`config.mk`:
```
export PLATFORM = sky130hd
export DESIGN_NAME = keyboard_report_key_events_core
export DESIGN_NICKNAME = d
export VERILOG_FILES = /design/src/rtl/kbe_pkg.sv /design/src/rtl/kbe_eval.sv /design/src/rtl/keyboard_report_key_events_core.sv
export VERILOG_INCLUDE_DIRS = /design/src /design/src/rtl
export SDC_FILE = /design/constraint.sdc
export NUM_CORES = 1
export LEC_CHECK = 0
export ABC_CLOCK_PERIOD_IN_PS = 7200
export BUFFER_PORTS_ARGS = -buffer_cell sky130_fd_sc_hd__buf_2
export CORE_ASPECT_RATIO = 1.2
export CORE_MARGIN = 1
export CORE_UTILIZATION = 55
export DETAILED_ROUTE_END_ITERATION = 8
export GPL_TIMING_DRIVEN = 0
export HOLD_SLACK_MARGIN = 0.15
export PLACE_DENSITY = 0.72
export SYNTH_ARGS = -nofsm -noshare
export SYNTH_HDL_FRONTEND = slang
export SYNTH_SLANG_ARGS = --single-unit
```
`constraint.sdc`:
```
create_clock -name i_clk -period 7.2 [get_ports i_clk]
set_input_delay 0.72 -clock i_clk [delete_from_list [all_inputs] [get_ports i_clk]]
set_output_delay 0.72 -clock i_clk [all_outputs]
set_load 0.01 [all_outputs]
```
`src/rtl/assert_macros.svh`:
```
// Assertion helpers for the RTL files; the core module includes them.
`ifndef ASSERT_MACROS_SVH
`define ASSERT_MACROS_SVH

// Checked only while out of reset.
`define KBE_ASSERT(lbl, clk, rst_n, prop, msg) \
    lbl: assert property (@(posedge clk) disable iff (!rst_n) (prop)) else $error(msg);

// Checked at every edge, reset included.
`define KBE_ASSERT_ALWAYS(lbl, clk, prop, msg) \
    lbl: assert property (@(posedge clk) (prop)) else $error(msg);

`endif

```
`src/rtl/kbe_pkg.sv`:
```
`timescale 1ns / 1ps
`default_nettype none
package kbe_pkg;

    localparam int IN_SLOTS      = 6;
    localparam int DEF_KEY_SLOTS = 6;

    localparam logic [7:0] MOD_BASE = 8'he0;
    localparam logic [7:0] MOD_TOP  = 8'he7;

    localparam logic [15:0] RST_REPEAT_DELAY  = 16'd50;
    localparam logic [15:0] RST_REPEAT_PERIOD = 16'd5;
    localparam logic [7:0]  RST_USAGE_MIN     = 8'd4;
    localparam logic [7:0]  RST_USAGE_MAX     = 8'd221;

    typedef enum logic [1:0] {
        CFG_REPEAT_DELAY  = 2'd0,
        CFG_REPEAT_PERIOD = 2'd1,
        CFG_USAGE_MIN     = 2'd2,
        CFG_USAGE_MAX     = 2'd3
    } t_cfg_index;

    typedef struct packed {
        logic [15:0] repeat_delay;
        logic [15:0] repeat_period;
        logic [7:0]  usage_min;
        logic [7:0]  usage_max;
    } t_cfg;

    typedef struct packed {
        logic [7:0]  usage;
        logic [15:0] delay_cnt;
        logic [15:0] period_cnt;
    } t_rep_state;

    function automatic logic usage_eligible(input logic [7:0] u, input t_cfg cfg);
        return (u != 8'd0) && (u >= cfg.usage_min) && (u <= cfg.usage_max);
    endfunction

endpackage
`default_nettype wire

```
`src/rtl/kbe_eval.sv`:
```
`timescale 1ns / 1ps
`default_nettype none
// Report/tick evaluation: event list and next repeat state for one transaction.
module kbe_eval #(
    parameter int KEY_SLOTS = kbe_pkg::DEF_KEY_SLOTS
) (
    input  kbe_pkg::t_cfg       i_cfg,
    input  logic                i_mode,
    input  logic [7:0]          i_mods,
    input  logic [7:0]          i_keys      [kbe_pkg::IN_SLOTS],
    input  logic [7:0]          i_prev_mods,
    input  logic [7:0]          i_prev_keys [(KEY_SLOTS < kbe_pkg::IN_SLOTS) ?
                                             KEY_SLOTS : kbe_pkg::IN_SLOTS],
    input  kbe_pkg::t_rep_state i_rep,
    output logic [8 + 2 * ((KEY_SLOTS < kbe_pkg::IN_SLOTS) ?
                  KEY_SLOTS : kbe_pkg::IN_SLOTS):0] o_ev_mask,
    output logic [7:0]          o_ev_usage  [9 + 2 * ((KEY_SLOTS < kbe_pkg::IN_SLOTS) ?
                                             KEY_SLOTS : kbe_pkg::IN_SLOTS)],
    output logic [8 + 2 * ((KEY_SLOTS < kbe_pkg::IN_SLOTS) ?
                  KEY_SLOTS : kbe_pkg::IN_SLOTS):0] o_ev_pressed,
    output kbe_pkg::t_rep_state o_rep
);
    import kbe_pkg::*;

    localparam int USED = (KEY_SLOTS < IN_SLOTS) ? KEY_SLOTS : IN_SLOTS;
    localparam int REL0 = 8;
    localparam int PRS0 = 8 + USED;
    localparam int TICK = 8 + 2 * USED;

    logic [USED-1:0] old_in_new;
    logic [USED-1:0] new_in_old;
    logic [USED-1:0] new_press;
    logic            held_in_new;
    logic            held_in_old;
    logic [7:0]      first_elig;
    logic [7:0]      last_new;
    logic            have_new;
    logic [7:0]      rep_pick;
    logic [15:0]     d_eff;
    logic [15:0]     p_eff;
    logic [15:0]     delay_inc;
    logic [15:0]     period_inc;
    t_rep_state      rep_report;
    t_rep_state      rep_tick;
    logic            tick_fire;

    // slot cross-compare
    always_comb begin
        held_in_new = 1'b0;
        held_in_old = 1'b0;
        for (int i = 0; i < USED; i++) begin
            old_in_new[i] = 1'b0;
            new_in_old[i] = 1'b0;
            for (int j = 0; j < USED; j++) begin
                if (i_keys[j] == i_prev_keys[i]) old_in_new[i] = 1'b1;
                if (i_prev_keys[j] == i_keys[i]) new_in_old[i] = 1'b1;
            end
            new_press[i] = (i_keys[i] != 8'd0) && !new_in_old[i];
            if (i_keys[i] == i_rep.usage)      held_in_new = 1'b1;
            if (i_prev_keys[i] == i_rep.usage) held_in_old = 1'b1;
        end
    end

    // repeat usage choice after a report
    always_comb begin
        first_elig = 8'd0;
        for (int i = USED - 1; i >= 0; i--) begin
            if (usage_eligible(i_keys[i], i_cfg)) first_elig = i_keys[i];
        end
        last_new = 8'd0;
        have_new = 1'b0;
        for (int i = 0; i < USED; i++) begin
            if (new_press[i] && usage_eligible(i_keys[i], i_cfg)) begin
                last_new = i_keys[i];
                have_new = 1'b1;
            end
        end
        if (have_new) begin
            rep_pick = last_new;
        end else if ((i_rep.usage != 8'd0) && held_in_new) begin
            rep_pick = i_rep.usage;
        end else begin
            rep_pick = first_elig;
        end
        if (rep_pick != i_rep.usage) begin
            rep_report = '{usage: rep_pick, delay_cnt: 16'd0, period_cnt: 16'd0};
        end else begin
            rep_report = i_rep;
        end
    end

    // tick: delay phase, then period phase
    always_comb begin
        d_eff      = (i_cfg.repeat_delay  == 16'd0) ? 16'd1 : i_cfg.repeat_delay;
        p_eff      = (i_cfg.repeat_period == 16'd0) ? 16'd1 : i_cfg.repeat_period;
        delay_inc  = i_rep.delay_cnt + 16'd1;
        period_inc = i_rep.period_cnt + 16'd1;
        rep_tick   = i_rep;
        tick_fire  = 1'b0;
        if (i_rep.usage == 8'd0) begin
            rep_tick = i_rep;
        end else if (!held_in_old) begin
            rep_tick = '{usage: 8'd0, delay_cnt: 16'd0, period_cnt: 16'd0};
        end else if (i_rep.delay_cnt < d_eff) begin
            rep_tick.delay_cnt = delay_inc;
            if (delay_inc == d_eff) begin
                rep_tick.period_cnt = 16'd0;
                tick_fire = 1'b1;
            end
        end else if (period_inc >= p_eff) begin
            rep_tick.period_cnt = 16'd0;
            tick_fire = 1'b1;
        end else begin
            rep_tick.period_cnt = period_inc;
        end
    end

    always_comb begin
        for (int b = 0; b < 8; b++) begin
            o_ev_mask[b]    = !i_mode && (i_prev_mods[b] != i_mods[b]);
            o_ev_usage[b]   = (MOD_BASE + 8'(b)) & MOD_TOP;
            o_ev_pressed[b] = i_mods[b];
        end
        for (int i = 0; i < USED; i++) begin
            o_ev_mask[REL0 + i]    = !i_mode && (i_prev_keys[i] != 8'd0) && !old_in_new[i];
            o_ev_usage[REL0 + i]   = i_prev_keys[i];
            o_ev_pressed[REL0 + i] = 1'b0;
            o_ev_mask[PRS0 + i]    = !i_mode && new_press[i];
            o_ev_usage[PRS0 + i]   = i_keys[i];
            o_ev_pressed[PRS0 + i] = 1'b1;
        end
        o_ev_mask[TICK]    = i_mode && tick_fire;
        o_ev_usage[TICK]   = i_rep.usage;
        o_ev_pressed[TICK] = 1'b1;
        o_rep = i_mode ? rep_tick : rep_report;
    end

endmodule
`default_nettype wire

```
`src/rtl/keyboard_report_key_events_core.sv`:
```
// Channel | Direction | Handshake                  | Payload
// --------+-----------+----------------------------+------------------------------------
// in      | input     | i_in_valid / o_in_ready    | i_mode, i_modifiers, i_key_slot_0..5
// out     | output    | o_out_valid / i_out_ready  | o_event_usage, o_event_pressed,
//         |           |                            | o_event_last
// cfg     | input     | i_cfg_we (no handshake)    | i_cfg_index, i_cfg_wdata
//
// A transaction is evaluated as it is accepted and its events land in a job register;
// the job register feeds the output register one event per cycle while the output is not stalled.
// The next input is accepted in the cycle its predecessor's last event moves into the
// output register.
// Output stalls hold the job register and, once it is down to one event, o_in_ready.
// Reset (synchronous, active low) restores register defaults and clears key/repeat state.
`timescale 1ns / 1ps
`default_nettype none
`include "assert_macros.svh"
module keyboard_report_key_events_core #(
    parameter int KEY_SLOTS = kbe_pkg::DEF_KEY_SLOTS
) (
    input  logic        i_clk,
    input  logic        i_rst_n,
    input  logic        i_cfg_we,
    input  logic [1:0]  i_cfg_index,
    input  logic [15:0] i_cfg_wdata,
    input  logic        i_in_valid,
    output logic        o_in_ready,
    input  logic        i_mode,
    input  logic [7:0]  i_modifiers,
    input  logic [7:0]  i_key_slot_0,
    input  logic [7:0]  i_key_slot_1,
    input  logic [7:0]  i_key_slot_2,
    input  logic [7:0]  i_key_slot_3,
    input  logic [7:0]  i_key_slot_4,
    input  logic [7:0]  i_key_slot_5,
    output logic        o_out_valid,
    input  logic        i_out_ready,
    output logic [7:0]  o_event_usage,
    output logic        o_event_pressed,
    output logic        o_event_last
);
    import kbe_pkg::*;

    localparam int USED = (KEY_SLOTS < IN_SLOTS) ? KEY_SLOTS : IN_SLOTS;
    localparam int NEV  = 9 + 2 * USED;

    t_cfg            r_cfg;
    logic [7:0]      r_prev_mods;
    logic [7:0]      r_prev_keys [USED];
    t_rep_state      r_rep;
    logic [NEV-1:0]  r_job_mask;
    logic [7:0]      r_job_usage [NEV];
    logic [NEV-1:0]  r_job_pressed;
    logic            r_out_valid;
    logic [7:0]      r_out_usage;
    logic            r_out_pressed;
    logic            r_out_last;

    logic [7:0]      in_keys [IN_SLOTS];
    logic [NEV-1:0]  ev_mask;
    logic [7:0]      ev_usage [NEV];
    logic [NEV-1:0]  ev_pressed;
    t_rep_state      n_rep;

    logic            in_take;
    logic            out_load;
    logic            job_single;
    logic [NEV-1:0]  pick;
    logic [NEV-1:0]  job_rest;
    logic [7:0]      pick_usage;
    logic            pick_pressed;

    assign in_keys[0] = i_key_slot_0;
    assign in_keys[1] = i_key_slot_1;
    assign in_keys[2] = i_key_slot_2;
    assign in_keys[3] = i_key_slot_3;
    assign in_keys[4] = i_key_slot_4;
    assign in_keys[5] = i_key_slot_5;

    kbe_eval #(
        .KEY_SLOTS(KEY_SLOTS)
    ) u_eval (
        .i_cfg        (r_cfg),
        .i_mode       (i_mode),
        .i_mods       (i_modifiers),
        .i_keys       (in_keys),
        .i_prev_mods  (r_prev_mods),
        .i_prev_keys  (r_prev_keys),
        .i_rep        (r_rep),
        .o_ev_mask    (ev_mask),
        .o_ev_usage   (ev_usage),
        .o_ev_pressed (ev_pressed),
        .o_rep        (n_rep)
    );

    // lowest pending event goes out first
    always_comb begin
        pick         = r_job_mask & (~r_job_mask + NEV'(1));
        job_rest     = r_job_mask & ~pick;
        job_single   = (job_rest == '0);
        pick_usage   = 8'd0;
        pick_pressed = 1'b0;
        for (int k = 0; k < NEV; k++) begin
            pick_usage   = pick_usage | (r_job_usage[k] & {8{pick[k]}});
            pick_pressed = pick_pressed | (r_job_pressed[k] & pick[k]);
        end
        out_load   = (r_job_mask != '0) && (!r_out_valid || i_out_ready);
        o_in_ready = (r_job_mask == '0) || (job_single && out_load);
        in_take    = i_in_valid && o_in_ready;
    end

    always_ff @(posedge i_clk) begin
        if (!i_rst_n) begin
            r_cfg <= '{repeat_delay: RST_REPEAT_DELAY, repeat_period: RST_REPEAT_PERIOD,
                       usage_min: RST_USAGE_MIN, usage_max: RST_USAGE_MAX};
        end else if (i_cfg_we) begin
            unique case (t_cfg_index'(i_cfg_index))
                CFG_REPEAT_DELAY:  r_cfg.repeat_delay  <= i_cfg_wdata;
                CFG_REPEAT_PERIOD: r_cfg.repeat_period <= i_cfg_wdata;
                CFG_USAGE_MIN:     r_cfg.usage_min     <= i_cfg_wdata[7:0];
                CFG_USAGE_MAX:     r_cfg.usage_max     <= i_cfg_wdata[7:0];
                default:           r_cfg <= r_cfg;
            endcase
        end
    end

    always_ff @(posedge i_clk) begin
        if (!i_rst_n) begin
            r_prev_mods <= 8'd0;
            for (int i = 0; i < USED; i++) r_prev_keys[i] <= 8'd0;
            r_rep       <= '0;
            r_job_mask  <= '0;
            r_out_valid <= 1'b0;
        end else begin
            if (in_take) begin
                r_rep      <= n_rep;
                r_job_mask <= ev_mask;
                if (!i_mode) begin
                    r_prev_mods <= i_modifiers;
                    for (int i = 0; i < USED; i++) r_prev_keys[i] <= in_keys[i];
                end
            end else if (out_load) begin
                r_job_mask <= job_rest;
            end
            if (out_load) begin
                r_out_valid <= 1'b1;
            end else if (i_out_ready) begin
                r_out_valid <= 1'b0;
            end
        end
    end

    always_ff @(posedge i_clk) begin
        if (in_take) begin
            r_job_usage   <= ev_usage;
            r_job_pressed <= ev_pressed;
        end
        if (out_load) begin
            r_out_usage   <= pick_usage;
            r_out_pressed <= pick_pressed;
            r_out_last    <= job_single;
        end
    end

    assign o_out_valid     = r_out_valid;
    assign o_event_usage   = r_out_usage;
    assign o_event_pressed = r_out_pressed;
    assign o_event_last    = r_out_last;

    `KBE_ASSERT(a_ready_one_left, i_clk, i_rst_n, o_in_ready |-> job_single, "ready with events queued")
    `KBE_ASSERT(a_more_pending, i_clk, i_rst_n, (r_out_valid && !r_out_last) |-> (r_job_mask != '0), "non-last event without rest")
    `KBE_ASSERT_ALWAYS(a_reset_clear, i_clk, !i_rst_n |=> (!r_out_valid && (r_job_mask == '0)), "reset left events")

endmodule
`default_nettype wire
```
==> impl_metrics.csv, run 1 <==
group,metric,value,unit
sta,tightest_slew,1.57,ns
sta,count_of_endpoints_failing_hold_in_the_final_timing_report,0,
yosys,synth-edff-count,122,
yosys,post_synth_instance_area,0.0211,sq mm
clock_tree,postCtsResizedCells,0,
critical_path,crit_path_end_kind,"register",
floorplanning,core_region_area,0.0379,sq mm
routing,drt_iter0_drc,2314,
critical_path,rr_startpoint,"r_prev_keys[9]$_SDFFE_PN0P_",
floorplanning,floorplan.rows,78,
hold_path,hold_path_end,"r_job_usage[16]$_DFFE_PP_",
hold_path,worstHoldPathCells,1,
yosys,synthDistinctLibCells,91,
clock_tree,number_of_buffers_inserted_by_post_cts_setup_repair,0,
sta,max-slew-margin-rel,-0.0562,
yosys,synth_warnings,0,
clock_tree,cts.path.max_buffers,3,
grt,overflow,0,
place,portBuffers,89,
routing,detailroute.via_count,20400,
routing,drc_errors,0,
power,report.power.total,9.48,mW
yosys,post_synth_fa_ha_maj_area_fraction,0.0793,
floorplanning,design.die.area,0.0392,sq mm
clock_tree,tritoncts_clock_tree,"built",
grt,grt_pass1_vias,19400,
place,placedCellCount,2997,
sta,max_freq,167,MHz
hold_path,worstHoldPathType,"input pin to register",
sta,holdWs,0.338,ns
yosys,synth-async-reset-ratio,0,
routing,route.detailed.wl_per_inst,29.2,um
hold_path,hold_path_startpoint,"i_key_slot_4[0]",
critical_path,reg2reg_slack,1.38,ns
cells_and_area,fraction_of_layout_instances_using_a_drive_strength_above_1,0.118,
routing,drt-total-wl,89.1,mm
routing,drt.antenna.violating_nets,0,
critical_path,crit-reg2reg-capture,"r_rep[16]$_SDFFE_PN0P_",
clock_tree,cts_buffers,29,
cells_and_area,final_core_utilization,0.615,
status,violations,"capacitance limit, slew limit",
sta,finalSetupViolCount,0,
floorplanning,start_util,0.558,
cells_and_area,mostFrequentLayoutCell,"sky130_fd_sc_hd__nand2_1",
cells_and_area,fillerInstances,3348,
status,status,"finished with violations",
yosys,post_synth_xor_area_fraction,0.178,
sta,slew_violations,5,
floorplanning,die_width,181,um
grt,initial_antenna_violation_count,2,
critical_path,worstRegToRegCells,15,
yosys,largest_family_of_logic_cells_by_synthesized_area,"simple AND/OR/NAND/NOR gates",
critical_path,timing.critical_path.required,7.75,ns
cells_and_area,layout_common_cells,"sky130_fd_sc_hd__nand2_1, sky130_fd_sc_hd__xnor2_1, sky130_fd_sc_hd__a21oi_1",
yosys,mappedNetlistNets,2632,
clock_tree,clkSinkCount,288,
power,power_leakage,9.09,nW
yosys,yosysSeqAreaShare,0.330,
yosys,synthesized_area_divided_by_synthesized_cell_count,8.73,sq um
floorplanning,top_level_pins,92,
sta,layout_worst_path_cycle_share,0.834,
critical_path,critical_path.startpoint_type,"input pin",
critical_path,crit_arrival,6.55,ns
yosys,postSynthCellCount,2422,
place,post-dp-hpwl,64.7,mm
grt,global_route_wire_length_before_repair,128,mm
clock_tree,cts.hold.buffers_added,0,
sta,worst_clock_skew,0.0108,ns
yosys,post_synth_mux_area_share,0.00254,
power,vdd.ir_drop.worst,306,uV
sta,tns,0,ns
yosys,synthSimpleGateAreaFrac,0.186,
cells_and_area,fin_cells,3054,
critical_path,timing_worst_setup_path_type,"input pin to register",
grt,largest_net_degree_at_the_start_of_global_routing,68,
grt,gr_util_all_layers,0.448,
routing,drt-vias-per-instance,6.69,
routing,first_pass_iters,7,
clock_tree,cell_at_the_root_of_the_clock_tree,"sky130_fd_sc_hd__clkbuf_16",
power,power.density_cell_area,407,mW/mm^2
cells_and_area,nets,2760,
yosys,synth_compound_gate_area_share,0.164,
yosys,synth_seq_cells,288,
cells_and_area,area_growth,10.2,%
job,maxCapViolations,1,
clock_tree,cts.htree.levels,1,
place,gp_congestion,1.05,
clock_tree,cts.reportedPaths.clkPinSlew,0.06,ns
sta,unrepaired_setup_endpoints_after_global_routing,"false",
clock_tree,clkLatencyLatePin,0.60,ns
floorplanning,die_height,217,um
yosys,postSynth.topFlopCell,"sky130_fd_sc_hd__dfxtp_1",
sta,fin_crit,6.00,ns
critical_path,worst-path-max-fanout,10,
==> synth_stat cells, types with 69 or more instances <==
cell                       number  share of area
sky130_fd_sc_hd__dfxtp_1      166           0.16
sky130_fd_sc_hd__buf_2         95          0.022
sky130_fd_sc_hd__inv_1         87          0.015
sky130_fd_sc_hd__ha_1         130          0.077
sky130_fd_sc_hd__xnor2_1      265           0.11
sky130_fd_sc_hd__nor2_1       100          0.018
sky130_fd_sc_hd__edfxtp_1     122           0.17
sky130_fd_sc_hd__clkbuf_1      69          0.012
sky130_fd_sc_hd__nand2_1      306          0.054
sky130_fd_sc_hd__xor2_1       165          0.068
sky130_fd_sc_hd__nor4_1        71          0.021
sky130_fd_sc_hd__a21oi_1      187          0.044
sky130_fd_sc_hd__nand4_1       90          0.027
==> worst max-delay path, cell delays in order <==
cell and delay (ns):
sky130_fd_sc_hd__buf_2 0.13, sky130_fd_sc_hd__buf_2 0.41, sky130_fd_sc_hd__inv_1 0.26, sky130_fd_sc_hd__ha_1 0.33
sky130_fd_sc_hd__nand2b_1 0.11, sky130_fd_sc_hd__a2111o_1 0.13, sky130_fd_sc_hd__a31oi_1 0.12, sky130_fd_sc_hd__nor3_2 0.76
sky130_fd_sc_hd__nor4b_1 0.44, sky130_fd_sc_hd__buf_2 0.31, sky130_fd_sc_hd__buf_1 0.47, sky130_fd_sc_hd__o31ai_1 0.20
sky130_fd_sc_hd__a32o_1 0.23, sky130_fd_sc_hd__or4_1 0.58, sky130_fd_sc_hd__a2111oi_4 0.29, sky130_fd_sc_hd__a21oi_2 0.13
sky130_fd_sc_hd__buf_4 0.19, sky130_fd_sc_hd__a21oi_1 0.46, sky130_fd_sc_hd__a22o_1 0.24
==> flip-flops by register name (all words and copies together) (netlist names) <==
| register | cells |
|---|---|
| r_job_mask | 21 |
| o_event_usage | 8 |
| r_cfg | 48 |
| r_prev_keys | 48 |
| o_out_valid | 1 |
| r_job_usage | 104 |
| r_prev_mods | 8 |
| o_event_last | 1 |
| r_rep | 40 |
| r_job_pressed | 8 |
| o_event_pressed | 1 |
==> kinds of logic after synthesis <==
kind of cell,Yosys count
multiplexers,5
XOR/XNOR,430
buffers and inverters,280
AO/OA/AOI/OAI,503
flip-flops,288
adder cells (fa/ha/maj),135
AND/OR/NAND/NOR,781
==> worst max-delay path by stage <==
stage,endpoint,depth (start not counted),slack (ns),start
floorplan,r_job_pressed[0]$_DFFE_PP_,14,1.69,r_job_mask[0]$_SDFFE_PN0P_
detailed placement,r_rep[16]$_SDFFE_PN0P_,19,0.74,i_key_slot_5[0]
global route,r_rep[31]$_SDFFE_PN0P_,19,1.03,i_key_slot_5[0]
finish,r_rep[16]$_SDFFE_PN0P_,19,1.20,i_key_slot_5[0]
CTS,r_rep[16]$_SDFFE_PN0P_,19,1.37,i_key_slot_5[0]
global placement,r_job_usage[10]$_DFFE_PP_,14,0.21,r_job_mask[2]$_SDFFE_PN0P_
==> power breakdown <==
part           switching, mW  internal [mW]  leakage [nW]  total, mW
logic                   3.44           1.69          6.08       5.13
registers              0.282           2.53          2.53       2.81
clock network          0.679          0.859         0.471       1.54
==> area by class of cell <==
type / count / area, sq um / share of cell area
Antenna cell: 1 / 2.50 / 0.000107
Buffer: 191 / 918 / 0.0394
Clock buffer: 39 / 836 / 0.0359
Clock inverter: 15 / 131 / 0.00564
Inverter: 89 / 337 / 0.0145
Multi-Input combinational cell: 1854 / 12900 / 0.555
Sequential cell: 288 / 6990 / 0.300
Tap cell: 480 / 601 / 0.0258
Timing Repair Buffer: 97 / 541 / 0.0232
==> routing by layer <==
metal,vias up,part of all wire,wire length [um],global-route usage
li1,8983,-,-,-
met3,403,0.11,9370,0.0984
met2,1348,0.43,38600,0.693
met5,-,0.00012,11,0
met4,2,0.097,8630,0.381
met1,9690,0.36,32500,0.531
==> stage by stage <==
step / cell area [sq um] / worst slack (ns)
floorplan: 21100 / 1.69
global placement: 22200 / 0.209
detailed placement: 22300 / 0.741
CTS: 23300 / 1.37
global route: 23300 / 1.03
finish: 23300 / 1.20
Note: power is estimated with default switching activity, not from simulation.
==> inputs of run 2 (changes only) <==
--- a/config.mk
+++ b/config.mk
@@ -6,7 +6,8 @@
 export SDC_FILE = /design/constraint.sdc
 export NUM_CORES = 1
 export LEC_CHECK = 0
-export ABC_CLOCK_PERIOD_IN_PS = 7200
+export ABC_AREA = 1
+export ABC_CLOCK_PERIOD_IN_PS = 5500
 export BUFFER_PORTS_ARGS = -buffer_cell sky130_fd_sc_hd__buf_2
 export CORE_ASPECT_RATIO = 1.2
 export CORE_MARGIN = 1
@@ -14,7 +15,7 @@
 export DETAILED_ROUTE_END_ITERATION = 8
 export GPL_TIMING_DRIVEN = 0
 export HOLD_SLACK_MARGIN = 0.15
-export PLACE_DENSITY = 0.72
+export PLACE_DENSITY = 0.75
 export SYNTH_ARGS = -nofsm -noshare
 export SYNTH_HDL_FRONTEND = slang
 export SYNTH_SLANG_ARGS = --single-unit
==> constraint.sdc (replaced) <==
create_clock -name i_clk -period 5.5 [get_ports i_clk]
set_input_delay 0.55 -clock i_clk [delete_from_list [all_inputs] [get_ports i_clk]]
set_output_delay 0.55 -clock i_clk [all_outputs]
set_load 0.01 [all_outputs]
==> run 2 against run 1 <==
Effect of this change: the run now ends clean; design area is 5.8% higher; count of clock-buffer cells in the layout is 3 lower; die area is 5.8% higher; total power is 35% higher; worst setup slack worse by 0.26 ns; critical path type is now register to register; largest cell class unchanged.
==> impl_metrics.csv, run 2 <==
group,metric,value,unit
power,vdd.ir_drop.worst,881,uV
sta,tightest_slew,1.45,ns
cells_and_area,fraction_of_layout_instances_using_a_drive_strength_above_1,0.113,
critical_path,timing.critical_path.required,6.02,ns
clock_tree,postCtsResizedCells,0,
sta,max-slew-margin-rel,0.0326,
routing,drt-vias-per-instance,6.44,
sta,worst_clock_skew,0.0334,ns
clock_tree,cts.reportedPaths.clkPinSlew,0.07,ns
clock_tree,cts.path.max_buffers,3,
place,post-dp-hpwl,77.9,mm
yosys,synth_seq_cells,288,
clock_tree,cell_at_the_root_of_the_clock_tree,"sky130_fd_sc_hd__clkbuf_16",
power,power.density_cell_area,518,mW/mm^2
sta,fin_ws,0.932,ns
yosys,yosysSeqAreaShare,0.312,
yosys,postSynthCellCount,3162,
clock_tree,cts.htree.levels,1,
place,post-place-ws,1.07,ns
status,status,"completed",
yosys,synth_warnings,0,
cells_and_area,multi_input_comb_area,0.0131,sq mm
cells_and_area,fin_cells,3852,
routing,drt_iter0_drc,3645,
routing,drt-total-wl,110,mm
sta,count_of_endpoints_failing_hold_in_the_final_timing_report,0,
floorplanning,die_width,186,um
yosys,synth-async-reset-ratio,0,
cells_and_area,seqCellArea,0.00699,sq mm
yosys,synth_top_cells_by_count,"sky130_fd_sc_hd__nand2_1, sky130_fd_sc_hd__inv_1, sky130_fd_sc_hd__nor2_1",
power,power_leakage,11.3,nW
clock_tree,tritoncts_clock_tree,"built",
place,placedCellCount,3787,
clock_tree,cts_buffers,30,
sta,max_freq,219,MHz
clock_tree,clkLatencyLatePin,0.61,ns
clock_tree,number_of_buffers_inserted_by_post_cts_setup_repair,0,
yosys,post_synth_instance_area,0.0224,sq mm
routing,drc_errors,0,
job,maxCapViolations,0,
routing,route.detailed.wl_per_inst,28.7,um
cells_and_area,layout_common_cells,"sky130_fd_sc_hd__nand2_1, sky130_fd_sc_hd__inv_1, sky130_fd_sc_hd__nor2_1",
critical_path,crit_arrival,5.09,ns
grt,initial_antenna_violation_count,10,
yosys,synthesized_area_divided_by_synthesized_cell_count,7.08,sq um
sta,unrepaired_setup_endpoints_after_global_routing,"false",
floorplanning,start_util,0.560,
cells_and_area,nets,3498,
cells_and_area,area_growth,10.1,%
sta,layout_worst_path_cycle_share,0.831,
yosys,synth_largest_type_area_fraction,0.164,
critical_path,crit_path_end_kind,"register",
sta,slew_violations,0,
grt,largest_net_degree_at_the_start_of_global_routing,101,
routing,drt.antenna.violating_nets,0,
yosys,post-synth-top-count-cell,"sky130_fd_sc_hd__nand2_1",
yosys,synthDistinctLibCells,64,
floorplanning,top_level_pins,92,
sta,fin_crit,4.57,ns
routing,detailroute.via_count,24800,
yosys,postSynth.topFlopCell,"sky130_fd_sc_hd__dfxtp_1",
yosys,synthDominantAreaCellType,"sky130_fd_sc_hd__edfxtp_1",
floorplanning,die_height,223,um
critical_path,worst-path-max-fanout,10,
grt,grt_pass1_vias,23300,
critical_path,critical_path.startpoint_type,"register",
cells_and_area,reg_top3,"r_job_usage: 104 flops, r_cfg: 48 flops, r_prev_keys: 48 flops",
grt,global_route_wire_length_before_repair,156,mm
grt,gr_util_all_layers,0.532,
place,portBuffers,90,
floorplanning,floorplan.rows,80,
clock_tree,clkSinkCount,288,
hold_path,worstHoldPathType,"input pin to register",
sta,finalSetupViolCount,0,
cells_and_area,register_with_the_highest_flop_count,"r_job_usage",
routing,first_pass_iters,9,
yosys,mappedNetlistNets,3372,
grt,overflow,0,
critical_path,timing_worst_setup_path_type,"register to register",
floorplanning,design.die.area,0.0415,sq mm
yosys,synthTopCellsByArea,"sky130_fd_sc_hd__edfxtp_1, sky130_fd_sc_hd__dfxtp_1, sky130_fd_sc_hd__nand2_1, sky130_fd_sc_hd__ha_1, sky130_fd_sc_hd__xor2_1",
place,gp_congestion,1.17,
clock_tree,cts.hold.buffers_added,1,
cells_and_area,fillerInstances,3596,
floorplanning,core_region_area,0.0399,sq mm
sta,tns,0,ns
yosys,synth-edff-count,122,
cells_and_area,largest_reg_flops,104,
cells_and_area,mostFrequentLayoutCell,"sky130_fd_sc_hd__nand2_1",
-- run 2: where the power goes --
| part | total (mW) | internal, mW | switching (mW) |
|---|---|---|---|
| Sequential | 3.73 | 3.26 | 0.469 |
| Clock | 2.20 | 1.22 | 0.980 |
| Combinational | 6.83 | 2.15 | 4.68 |
| Total | 12.8 | 6.63 | 6.13 |
-- run 2: cells by family (layout without fill, tap and decap cells) --
family	count (synthesis)	count (layout)	share of synthesized area
and+or+nand+nor	1504	1504	0.290
buffers and inverters	504	654	0.102
AOI/OAI and AO/OA	470	470	0.119
DFF	288	288	0.312
xor gates and xnor gates	266	266	0.104
adders and majority gates	130	130	0.0727
other	0	7	0
-- run 2: final timing paths --
check	slack, ns	cells past startpoint	start	endpoint
max	0.93	25	r_rep[0]$_SDFFE_PN0P_	r_rep[8]$_SDFFE_PN0P_
min	0.15	1	i_key_slot_4[0]	r_job_usage[16]$_DFFE_PP_
max reg2reg	0.93	25	r_rep[0]$_SDFFE_PN0P_	r_rep[8]$_SDFFE_PN0P_
min reg2reg	0.43	0	r_prev_keys[30]$_SDFFE_PN0P_	r_job_usage[86]$_DFFE_PP_
-- run 2: layout make-up --
cell class / count / area share
clock buffer: 36 / 0.0348
sequential: 288 / 0.284
timing repair buffer: 94 / 0.0206
tap: 533 / 0.0271
buffer: 170 / 0.0417
inverter: 334 / 0.0512
antenna: 7 / 0.000711
multi-input combinational: 2370 / 0.533
clock inverter: 20 / 0.00757
-- run 2: metrics by stage --
stage               utilization  power, mW  hold WS, ns  instance area (sq um)
floorplan                     -       8.08        0.403                  22400
global placement          0.588       9.95        0.405                  23500
detailed placement        0.589       10.2        0.408                  23500
CTS                       0.616       12.3        0.154                  24600
global route              0.616       13.3        0.169                  24600
finish                    0.617       12.8        0.154                  24600
-- run 2: layer usage --
| metal | share of wire | global-route usage |
|---|---|---|
| met5 | 0.00037 | 0 |
| met4 | 0.12 | 0.492 |
| met3 | 0.15 | 0.217 |
| met2 | 0.40 | 0.760 |
| met1 | 0.33 | 0.598 |
-- run 2: critical path, stage by stage, from the launching register on --
cell and delay (ns):
sky130_fd_sc_hd__dfxtp_1 0.37, sky130_fd_sc_hd__inv_1 0.09, sky130_fd_sc_hd__nor3_1 0.21, sky130_fd_sc_hd__inv_1 0.08, sky130_fd_sc_hd__nor2_1 0.13, sky130_fd_sc_hd__inv_1 0.08
sky130_fd_sc_hd__nor3_1 0.14, sky130_fd_sc_hd__inv_1 0.08, sky130_fd_sc_hd__nor2_1 0.09, sky130_fd_sc_hd__inv_1 0.07, sky130_fd_sc_hd__nor3_1 0.21, sky130_fd_sc_hd__nand3_1 0.18
sky130_fd_sc_hd__nor4_1 0.41, sky130_fd_sc_hd__xor2_1 0.26, sky130_fd_sc_hd__inv_1 0.07, sky130_fd_sc_hd__ha_1 0.33, sky130_fd_sc_hd__nand4_1 0.12, sky130_fd_sc_hd__nor3_1 0.08
sky130_fd_sc_hd__a221oi_1 0.29, sky130_fd_sc_hd__inv_1 0.07, sky130_fd_sc_hd__a31oi_1 0.31, sky130_fd_sc_hd__nand2_1 0.24, sky130_fd_sc_hd__clkbuf_1 0.27, sky130_fd_sc_hd__nor2_1 0.15
sky130_fd_sc_hd__nor2_1 0.07, sky130_fd_sc_hd__nor2_1 0.10
